==> config.mk <==
export PLATFORM = sky130hd
export DESIGN_NAME = wnpr_ctrl
export DESIGN_NICKNAME = d
export VERILOG_FILES = /design/src/hdl/wnpr_pkg.sv /design/src/hdl/wnpr_ctrl.sv
export VERILOG_INCLUDE_DIRS = /design/src /design/src/hdl
export SDC_FILE = /design/constraint.sdc
export NUM_CORES = 1
export LEC_CHECK = 0
export ABC_AREA = 1
export BUFFER_PORTS_ARGS = -buffer_cell sky130_fd_sc_hd__buf_2
export CAP_MARGIN = 20
export CORE_AREA = 2 2 39 41
export CTS_CLUSTER_DIAMETER = 30
export DETAILED_ROUTE_END_ITERATION = 6
export DIE_AREA = 0 0 41 43
export PLACE_DENSITY = 0.61
export SETUP_SLACK_MARGIN = 0.4
export SYNTH_ARGS = -nofsm -noshare
export SYNTH_HDL_FRONTEND = slang
export SYNTH_SLANG_ARGS = --single-unit
export TNS_END_PERCENT = 50
==> constraint.sdc <==
create_clock -name clk -period 3.2 [get_ports clk]
set_input_delay 0.64 -clock clk [delete_from_list [all_inputs] [get_ports clk]]
set_output_delay 0.64 -clock clk [all_outputs]
set_load 0.005 [all_outputs]
==> src/hdl/weighted_nearest_point_reducer_unit_defines.svh <==
// Assertion macros shared by the weighted nearest point reducer RTL.
// Included by modules that carry concurrent assertions; no other dependency.
`ifndef WEIGHTED_NEAREST_POINT_REDUCER_UNIT_DEFINES_SVH
`define WEIGHTED_NEAREST_POINT_REDUCER_UNIT_DEFINES_SVH
`ifndef SYNTH
`define WNPR_ASSERT(lbl, clk, rst, prop) \
  lbl: assert property (@(posedge clk) disable iff (rst) prop) \
    else $error("wnpr assertion failed");
`define WNPR_ASSERT_ALWAYS(lbl, clk, prop) \
  lbl: assert property (@(posedge clk) prop) \
    else $error("wnpr assertion failed");
`else
`define WNPR_ASSERT(lbl, clk, rst, prop)
`define WNPR_ASSERT_ALWAYS(lbl, clk, prop)
`endif
`endif

==> src/hdl/wnpr_pkg.sv <==
// Package for the weighted nearest point reducer: word types, register
// indexes, step counts and controller/datapath command and status types.
package wnpr_pkg;

  localparam int SQRT_STEPS = 32;
  localparam int DIV_STEPS  = 25;
  localparam int CNT_W      = 5;

  typedef enum logic [2:0] {
    REG_MAX_BIDIR  = 3'd0,
    REG_MIN_BIDIR  = 3'd1,
    REG_MAX_WEIGHT = 3'd2,
    REG_MAX_GRAD   = 3'd3,
    REG_BIDIR_MODE = 3'd4
  } wnpr_reg_e;

  typedef enum logic {
    OP_START     = 1'b0,
    OP_CANDIDATE = 1'b1
  } wnpr_op_e;

  typedef struct packed {
    logic               opcode;
    logic [61:0]        dist_sq;
    logic signed [31:0] weight;
    logic [31:0]        point_id;
  } wnpr_in_t;

  typedef struct packed {
    logic signed [31:0] best_dist;
    logic [31:0]        best_id;
    logic               have_best;
    logic               stop_search;
    logic [61:0]        radius_sq;
    logic               radius_shrunk;
    logic               query_dead;
  } wnpr_out_t;

  typedef struct packed {
    logic load;
    logic start_q;
    logic sqrt_step;
    logic calc;
    logic upd;
    logic div_step;
    logic rad;
    logic sq;
    logic out_load;
  } wnpr_cmd_t;

  typedef struct packed {
    logic is_start;
    logic skip;
    logic sqrt_last;
    logic div_last;
    logic go_div;
    logic out_free;
  } wnpr_sts_t;

endpackage

==> src/hdl/wnpr_ctrl.sv <==
// Controller: sequences one word through decode, root, compare, divide,
// radius square and output load. Depends on wnpr_pkg and the macro header.
`include "weighted_nearest_point_reducer_unit_defines.svh"
module wnpr_ctrl
  import wnpr_pkg::*;
(
  input  logic      clk,
  input  logic      rst,
  input  logic      in_valid,
  output logic      in_ready,
  input  wnpr_sts_t sts,
  output wnpr_cmd_t cmd
);

  typedef enum logic [3:0] {
    S_IDLE, S_DECODE, S_SQRT, S_CALC, S_UPD, S_DIV, S_RAD, S_SQ, S_DONE
  } state_t;

  state_t state, state_next;

  assign in_ready = (state == S_IDLE);

  always_comb begin
    cmd = '0;
    state_next = state;
    unique case (state)
      S_IDLE: begin
        if (in_valid) begin
          cmd.load = 1'b1;
          state_next = S_DECODE;
        end
      end
      S_DECODE: begin
        if (sts.is_start) begin
          cmd.start_q = 1'b1;
          state_next = S_SQ;
        end else if (sts.skip) begin
          state_next = S_SQ;
        end else begin
          state_next = S_SQRT;
        end
      end
      S_SQRT: begin
        cmd.sqrt_step = 1'b1;
        if (sts.sqrt_last) begin
          state_next = S_CALC;
        end
      end
      S_CALC: begin
        cmd.calc = 1'b1;
        state_next = S_UPD;
      end
      S_UPD: begin
        if (sts.go_div) begin
          cmd.upd = 1'b1;
          state_next = S_DIV;
        end else begin
          state_next = S_SQ;
        end
      end
      S_DIV: begin
        cmd.div_step = 1'b1;
        if (sts.div_last) begin
          state_next = S_RAD;
        end
      end
      S_RAD: begin
        cmd.rad = 1'b1;
        state_next = S_SQ;
      end
      S_SQ: begin
        cmd.sq = 1'b1;
        state_next = S_DONE;
      end
      S_DONE: begin
        if (sts.out_free) begin
          cmd.out_load = 1'b1;
          state_next = S_IDLE;
        end
      end
      default: state_next = S_IDLE;
    endcase
  end

  always_ff @(posedge clk) begin
    if (rst) begin
      state <= S_IDLE;
    end else begin
      state <= state_next;
    end
  end

  `WNPR_ASSERT(a_busy_after_accept, clk, rst, (in_valid && in_ready) |=> !in_ready)

endmodule
==> impl_metrics.yaml, run 1 <==
synthesis:
  syn_inst: 66
  yosysSeqAreaShare: 0.234
  postSynthAreaPerCell_um2: 5.19
  synth_cell_types: 13
  synth_top_area_frac: 0.234
  synth_area_um2: 343
  synth_top_area_cell: "dfxtp_1"
  synthTopCellsByArea: "dfxtp_1 (23%), inv_1 (15%), nor2_1 (15%)"
  ys_seq_elements: 4
  synth_fp_nets: 75
  ys_warn_count: 0
placement:
  numPortBuffers: 18
  dp_hpwl_um: 683
  place_congestion: 0.829
  dpl_worst_slack_ns: 1.44
critical_path:
  crit_path_max_incr_delay_ns: 0.38
  arrival_ns: 1.24
  path_max_fanout: 7
  end_kind: "output port"
  critical_path_class: "reg2out"
  crit_required_ns: 2.56
  path_delay_family: "flip-flops"
  crit_buf_inv: 2
  start_kind: "flop"
  cp_slowest_cell: "dfxtp_1"
  cp_cell_sequence: "nor2_1 -> inv_1 -> nor4_1 -> buf_2"
drt:
  antenna_left: 0
  drc: 0
  first_iter_violations: 5
  routed_wl_um: 796
  wire_per_inst_um: 7.73
  first_pass_iters: 3
  avgViaCountPerCell: 4.19
  vias: 432
cts:
  cts_sinks: 4
  clockBufferDepth: 2
  cts_inserted_buffers: 3
  cts-root-buf: "clkbuf_4"
  cts_tree: "built"
  htreeDepth: 1
  clk_pin_slew_ns: 0.04
  ctsResizeCount: 0
  ctsHoldBuffers: 0
  cts_setup_buffers: 0
  clk_latency_ns: 0.23
power:
  p_leak_nw: 0.304
  p_per_area_nw_per_um2: 759
  max-vdd-ir-drop_v: 0.000335
die:
  die_y_um: 43
  core_area_um2: 1380
  fp.dieW_um: 41
  row_count: 14
  start_util: 0.248
  ios: 19
  dieArea_um2: 1760
cells_and_area:
  largest_reg_flops: 4
  final_util: 0.344
  fin_nets: 98
  syn_to_final_growth_pct: 38.7
  max_flop_register: "state"
  drive_gt1_frac: 0.310
  num_antenna_cells: 0
  layout_commonest_cell: "buf_2"
  layout_common_cells: "buf_2 (18), inv_1 (14), nor2_1 (14), nand2_1 (13), nand3_1 (6)"
  reg.largest.list: "state x4"
timing:
  whs_ns: 0.599
  maxClockFrequency_ghz: 0.532
  maxSlewViolCount: 0
  setup_viol: 0
  slew_headroom: 0.808
  worst_pin_slew_ns: 0.288
  finClkSkew_ns: 0.00359
  post-route-period-util: 0.587
  hold_violations: 0
  fin_setup_tns_ns: 0
  rsz0062_at_grt: "false"
  period_needed_ns: 1.88
  layout_setup_ws_ns: 1.32
global_routing:
  grt_pass1_vias: 346
  grt_max_degree: 8
  grt_pass1_wl_mm: 1.32
  groute.usage.overall: 0.110
  grt_antenna_before_repair: 0
  grt.overflow.total: 0
status:
  status: "completed"
job:
  maxCapViolCount: 0
min_path:
  hold_class: "reg2reg"
[tightest hold or removal path: cells and delay by family (launching register included)]
| family | cells | cell delay (ns) |
|---|---|---|
| AND/OR/NAND/NOR | 2 | 0.18 |
| flip-flops | 1 | 0.38 |
[cell families after synthesis]
kind of cell    synth area share
flops                      0.234
compound gates            0.0474
simple gates               0.533
buf+inv                    0.186
[routing by layer]
| metal | wire length, µm | track usage |
|---|---|---|
| met5 | 0 | 0 |
| met4 | 0 | 0.0400 |
| met3 | 58 | 0.0628 |
| met2 | 315 | 0.147 |
| met1 | 423 | 0.145 |
[report_power, final]
| group | leakage [nW] | internal (mW) | total, mW | switching (mW) |
|---|---|---|---|---|
| clock network | 0.0138 | 0.0417 | 0.0597 | 0.0179 |
| logic | 0.257 | 0.0807 | 0.204 | 0.123 |
| registers | 0.0330 | 0.0674 | 0.0976 | 0.0302 |
[cells in the mapped netlist]
library cell and instances:
nand2_1 13, nor2_1 14, a31oi_1 1, o21ai_0 1, and2_1 1, nor4_1 1
nor3_1 4, a21oi_1 1, nor2_2 3, dfxtp_1 4, inv_2 3, nand3_1 6
inv_1 14
[per-stage QoR]
| stage | power [mW] | instance area (µm²) | cells |
|---|---|---|---|
| 2_1_floorplan | 0.241 | 343 | 66 |
| 3_3_place_gp | 0.306 | 453 | 100 |
| 3_5_place_dp | 0.304 | 453 | 100 |
| 4_1_cts | 0.367 | 475 | 103 |
| 5_1_grt | 0.409 | 475 | 103 |
| 6_report | 0.361 | 475 | 103 |
[path summary, 6_finish.rpt]
kind                                            start                     to  slack (ns)  cells after the start
worst max-delay path            state[1]$_SDFFE_PP0P_                 cmd[0]        1.32                      4
worst max register to register  state[1]$_SDFFE_PP0P_  state[0]$_SDFFE_PP0P_        2.00                      6
worst min register to register  state[1]$_SDFFE_PP0P_  state[1]$_SDFFE_PP0P_        0.60                      2
worst min-delay path            state[1]$_SDFFE_PP0P_  state[1]$_SDFFE_PP0P_        0.60                      2
[area by class of cell]
| class | instances | area [µm²] |
|---|---|---|
| clock buffer | 3 | 22.5 |
| sequential | 4 | 80.1 |
| multi-input combinational | 45 | 199 |
| inverter | 17 | 63.8 |
| tap | 16 | 20.0 |
| timing repair buffer | 18 | 90.1 |
| fill | 168 | 908 |
Power figures use the tool's default switching activity.
==> run 2, diff against run 1 <==
==> constraint.sdc (replaced) <==
create_clock -name clk -period 1.9 [get_ports clk]
set_input_delay 0.38 -clock clk [delete_from_list [all_inputs] [get_ports clk]]
set_output_delay 0.38 -clock clk [all_outputs]
set_load 0.005 [all_outputs]
==> impl_metrics.yaml, run 2 (same netlist as run 1, synthesis figures left out) <==
cts:
  cts_tree: "built"
  cts_inserted_buffers: 3
  clockBufferDepth: 2
  cts_sinks: 4
  clk_pin_slew_ns: 0.04
  cts-root-buf: "clkbuf_4"
  clk_latency_ns: 0.25
  ctsHoldBuffers: 0
  htreeDepth: 1
critical_path:
  crit_start: "state[2]$_SDFFE_PP0P_"
  crit_buf_inv: 2
  path_delay_family: "flip-flops"
  critical_path_class: "reg2out"
  cp_slowest_cell: "dfxtp_4"
  start_kind: "flop"
  timing.rr.start: "state[1]$_SDFFE_PP0P_"
  path_max_fanout: 5
  crit_required_ns: 1.52
  crit_path_max_incr_delay_ns: 0.36
  cp_cell_sequence: "nor2_4 -> inv_1 -> nor3_1 -> buf_2"
  arrival_ns: 1.15
  end_kind: "output port"
cells_and_area:
  num_antenna_cells: 0
  syn_to_final_growth_pct: 59.5
  drive_gt1_frac: 0.478
  largest_reg_flops: 4
  reg.largest.list: "state x4"
  fill_cells: 160
  layout_commonest_cell: "buf_2"
  max_flop_register: "state"
  layout_common_cells: "buf_2 (18), nand2_1 (13), nor2_1 (11), inv_1 (11), nand3_1 (6)"
  fin_nets: 101
drt:
  routed_wl_mm: 1.07
  first_iter_violations: 14
  antenna_left: 0
  first_pass_iters: 4
  avgViaCountPerCell: 4.55
  wire_per_inst_um: 10.1
  drc: 0
  vias: 482
timing:
  slew_headroom: 0.865
  maxSlewViolCount: 0
  finClkSkew_ns: 0.00213
  fin_setup_tns_ns: 0
  period_needed_ns: 1.53
  worst_pin_slew_ns: 0.201
  maxClockFrequency_ghz: 0.655
  hold_violations: 0
  post-route-period-util: 0.804
  layout_setup_ws_ns: 0.373
  setup_viol: 0
  rsz0062_at_grt: "true"
power:
  max-vdd-ir-drop_v: 0.000530
  total_power_mw: 0.742
  p_per_area_nw_per_um2: 1360
  p_leak_nw: 0.325
die:
  ios: 19
  die_y_um: 43
  core_area_um2: 1380
  start_util: 0.248
  row_count: 14
  dieArea_um2: 1760
  fp.dieW_um: 41
placement:
  place_congestion: 0.852
  dpl_worst_slack_ns: 0.464
  dp_hpwl_um: 735
  numPortBuffers: 18
global_routing:
  grt.overflow.total: 0
  grt_antenna_before_repair: 0
  grt_pass1_vias: 403
  groute.usage.overall: 0.134
  grt_pass1_wl_mm: 1.52
  grt_max_degree: 8
min_path:
  hold_class: "in2reg"
  hp-start: "rst"
status:
  status: "completed"
job:
  maxCapViolCount: 0
-- run 2: layer usage --
layer	track usage	routed length (µm)	vias to the layer above
met5	0	0	-
met4	0.120	39	0
met3	0.0314	74	5
met2	0.184	508	22
met1	0.163	446	208
li1	-	-	247
-- run 2: cell type report --
class | count | area, µm² | area share
Multi-Input combinational cell | 45 | 238 | 0.435
Timing Repair Buffer | 21 | 113 | 0.206
Sequential cell | 4 | 87.6 | 0.160
Inverter | 17 | 66.3 | 0.121
Clock buffer | 3 | 22.5 | 0.0412
Tap cell | 16 | 20.0 | 0.0366
-- run 2: where the power goes --
| part | switching (mW) | internal, mW |
|---|---|---|
| combinational | 0.263 | 0.183 |
| clock | 0.0404 | 0.0710 |
| sequential | 0.0608 | 0.124 |
| total | 0.365 | 0.377 |
-- run 2: through the flow --
step / utilization / area [µm²] / hold slack (ns) / cells
2_1_floorplan: - / 343 / 0.449 / 66
3_3_place_gp: 0.327 / 453 / 0.591 / 100
3_5_place_dp: 0.327 / 453 / 0.587 / 100
4_1_cts: 0.378 / 523 / 0.327 / 106
5_1_grt: 0.395 / 547 / 0.332 / 106
6_report: 0.395 / 547 / 0.325 / 106
-- run 2: path summary, 6_finish.rpt --
check / endpoint / slack, ns / depth (start not counted)
min: state[2]$_SDFFE_PP0P_ / 0.33 / 2
max: cmd[8] / 0.37 / 4
min reg2reg: state[2]$_SDFFE_PP0P_ / 0.55 / 2
max reg2reg: state[0]$_SDFFE_PP0P_ / 0.68 / 7
-- run 2: what timing repair did --
item	in CTS	in global routing
pin swaps	3	1
gates resized for setup	12	6
setup endpoints to repair	10	8
buffers inserted	3	0
==> run 3, diff against run 2 <==
--- a/config.mk
+++ b/config.mk
@@ -6,14 +6,14 @@
 export SDC_FILE = /design/constraint.sdc
 export NUM_CORES = 1
 export LEC_CHECK = 0
-export ABC_AREA = 1
+export ABC_AREA = 0
 export BUFFER_PORTS_ARGS = -buffer_cell sky130_fd_sc_hd__buf_2
 export CAP_MARGIN = 20
 export CORE_AREA = 2 2 39 41
 export CTS_CLUSTER_DIAMETER = 30
 export DETAILED_ROUTE_END_ITERATION = 6
 export DIE_AREA = 0 0 41 43
-export PLACE_DENSITY = 0.61
+export PLACE_DENSITY = 0.63
 export SETUP_SLACK_MARGIN = 0.4
 export SYNTH_ARGS = -nofsm -noshare
 export SYNTH_HDL_FRONTEND = slang
==> constraint.sdc (replaced) <==
create_clock -name clk -period 1.4 [get_ports clk]
set_input_delay 0.28 -clock clk [delete_from_list [all_inputs] [get_ports clk]]
set_output_delay 0.28 -clock clk [all_outputs]
set_load 0.005 [all_outputs]
==> impl_metrics.yaml, run 3 <==
critical_path:
  arrival_ns: 1.14
  rrSetupSlack_ns: 0.22
  end_kind: "output port"
  reg2regPathDepth: 4
  reg2reg_to: "state[2]$_SDFFE_PP0P_"
  timing.rr.start: "state[1]$_SDFFE_PP0P_"
  crit_required_ns: 1.12
  start_kind: "flop"
  critical_path_class: "reg2out"
  path_max_fanout: 10
timing:
  hold_violations: 0
  layout_setup_ws_ns: -0.0193
  slew_headroom: 0.837
  maxSlewViolCount: 0
  rsz0062_at_grt: "true"
  setup_viol: 1
  period_needed_ns: 1.42
  post-route-period-util: 1.01
  worst_pin_slew_ns: 0.244
  finClkSkew_ns: 0.000387
  maxClockFrequency_ghz: 0.705
drt:
  antenna_left: 0
  first_pass_iters: 2
  vias: 389
  avgViaCountPerCell: 4.63
  drc: 0
  first_iter_violations: 3
  routed_wl_um: 884
  wire_per_inst_um: 10.5
cells_and_area:
  reg.largest.list: "state x4"
  fill_cells: 149
  max_flop_register: "state"
  syn_to_final_growth_pct: 69.9
  layout_common_cells: "buf_2 (18), nor2_1 (5), nor3_1 (4), buf_6 (4), buf_4 (4)"
  final_util: 0.418
  num_antenna_cells: 0
  fin_nets: 79
  layout_commonest_cell: "buf_2"
  drive_gt1_frac: 0.632
  largest_reg_flops: 4
synthesis:
  synth_cell_types: 23
  synth_top_area_frac: 0.235
  synth_edf_count: 0
  ys_warn_count: 0
  synthTopCellsByArea: "dfxtp_1 (24%), a2111oi_4 (8.1%), nor2_1 (7.7%)"
  ys_top_cells_by_count: "nor2_1 (7), dfxtp_1 (4), nor3_1 (4)"
  syn_inst: 42
  postSynthAreaPerCell_um2: 8.10
  synth_most_common_cell: "nor2_1"
  synthFlopType: "dfxtp_1"
  yosysSeqAreaShare: 0.235
  ys_seq_elements: 4
  async_flop_share: 0
  synth_area_um2: 340
  synth_top_area_cell: "dfxtp_1"
  synth_fp_nets: 51
min_path:
  worstHoldPathCells: 2
  hold_class: "in2reg"
  hp-start: "rst"
  hold_path_end: "state[3]$_SDFFE_PP0P_"
global_routing:
  grt_pass1_vias: 337
  grt.overflow.total: 0
  grt_pass1_wl_mm: 1.35
  grt_antenna_before_repair: 0
  grt_max_degree: 11
  groute.usage.overall: 0.118
die:
  die_y_um: 43
  row_count: 14
  dieArea_um2: 1760
  ios: 19
  start_util: 0.246
  core_area_um2: 1380
  fp.dieW_um: 41
power:
  max-vdd-ir-drop_v: 0.000498
  p_per_area_nw_per_um2: 1200
  p_leak_nw: 0.275
cts:
  htreeDepth: 1
  cts_inserted_buffers: 3
  ctsHoldBuffers: 0
  clockBufferDepth: 2
  cts_tree: "built"
  clk_pin_slew_ns: 0.04
  cts_sinks: 4
  cts-root-buf: "clkbuf_4"
  clk_latency_ns: 0.23
status:
  failed_checks: "setup timing"
  status: "finished with violations"
placement:
  place_congestion: 0.726
  dp_hpwl_um: 653
  dpl_worst_slack_ns: 0.0876
  numPortBuffers: 18
job:
  maxCapViolCount: 0
[run 3: cell types whose count changed after synthesis, moves of 2 or more]
cell and change:
inv_1 -13, nand2_1 -11, nor2_1 -7, nand3_1 -5
inv_2 -3, nor2_2 -3, nor2b_1 +3, a21oi_1 +2
nand2b_1 +2, o21a_1 +2
[run 3: critical path: stages, from the launching register on]
cell	delay (ns)
dfxtp_4	0.39
nor4_4	0.26
and2_1	0.15
buf_2	0.11
[run 3: area by class of cell]
type / instances / area (µm²) / share of cell area
multi-input cells: 34 / 274 / 0.474
repair buffers: 26 / 165 / 0.286
flip-flops and latches: 4 / 92.6 / 0.160
clock buffers: 3 / 22.5 / 0.0390
well taps: 16 / 20.0 / 0.0346
inverters: 1 / 3.75 / 0.00649
[run 3: cell families (layout without fill, tap and decap cells)]
logic type / Yosys count / in the layout / share of synthesized area
DFF: 4 / 4 / 0.235
buffers and inverters: 4 / 30 / 0.0809
and+or+nand+nor: 25 / 25 / 0.445
AOI/OAI and AO/OA: 9 / 9 / 0.239
[run 3: repair_timing]
action                                  CTS  global route
resized for setup                        17             2
endpoints found under the setup margin   14            14
pin swaps                                 9             6
buffers inserted                          6             0
[run 3: worst max-delay path by stage]
stage          cells after the start  endpoint             startpoint
6_report                           3    cmd[8]  state[2]$_SDFFE_PP0P_
3_3_place_gp                       3    cmd[4]  state[2]$_SDFFE_PP0P_
2_1_floorplan                      3    cmd[8]  state[2]$_SDFFE_PP0P_
5_1_grt                            4    cmd[8]  state[0]$_SDFFE_PP0P_
3_5_place_dp                       4    cmd[8]  state[1]$_SDFFE_PP0P_
4_1_cts                            4    cmd[8]  state[0]$_SDFFE_PP0P_
[run 3: per-layer routing]
layer  routed length (µm)  share of wire  up-vias  GRT usage
li1                     -              -      202          -
met1                  344           0.39      177      0.135
met2                  477           0.54        8      0.172
met3                   52          0.059        2     0.0157
met4                   10          0.011        0      0.120
met5                    0              0        -          0
[run 3: power breakdown]
part / total (mW) / internal [mW] / switching, mW
Clock: 0.140 / 0.0957 / 0.0441
Combinational: 0.373 / 0.212 / 0.161
Sequential: 0.179 / 0.140 / 0.0387
[run 3: per-stage QoR]
| stage | instances | hold slack, ns | area, µm² | total power [mW] | TNS (ns) |
|---|---|---|---|---|---|
| 3_5_place_dp | 75 | 0.451 | 443 | 0.431 | 0 |
| 3_3_place_gp | 75 | 0.450 | 443 | 0.427 | 0 |
| 4_1_cts | 84 | 0.196 | 571 | 0.696 | -0.0341 |
| 6_report | 84 | 0.210 | 578 | 0.691 | -0.0193 |
| 5_1_grt | 84 | 0.204 | 578 | 0.751 | -0.270 |
| 2_1_floorplan | 42 | 0.345 | 348 | 0.371 | 0 |
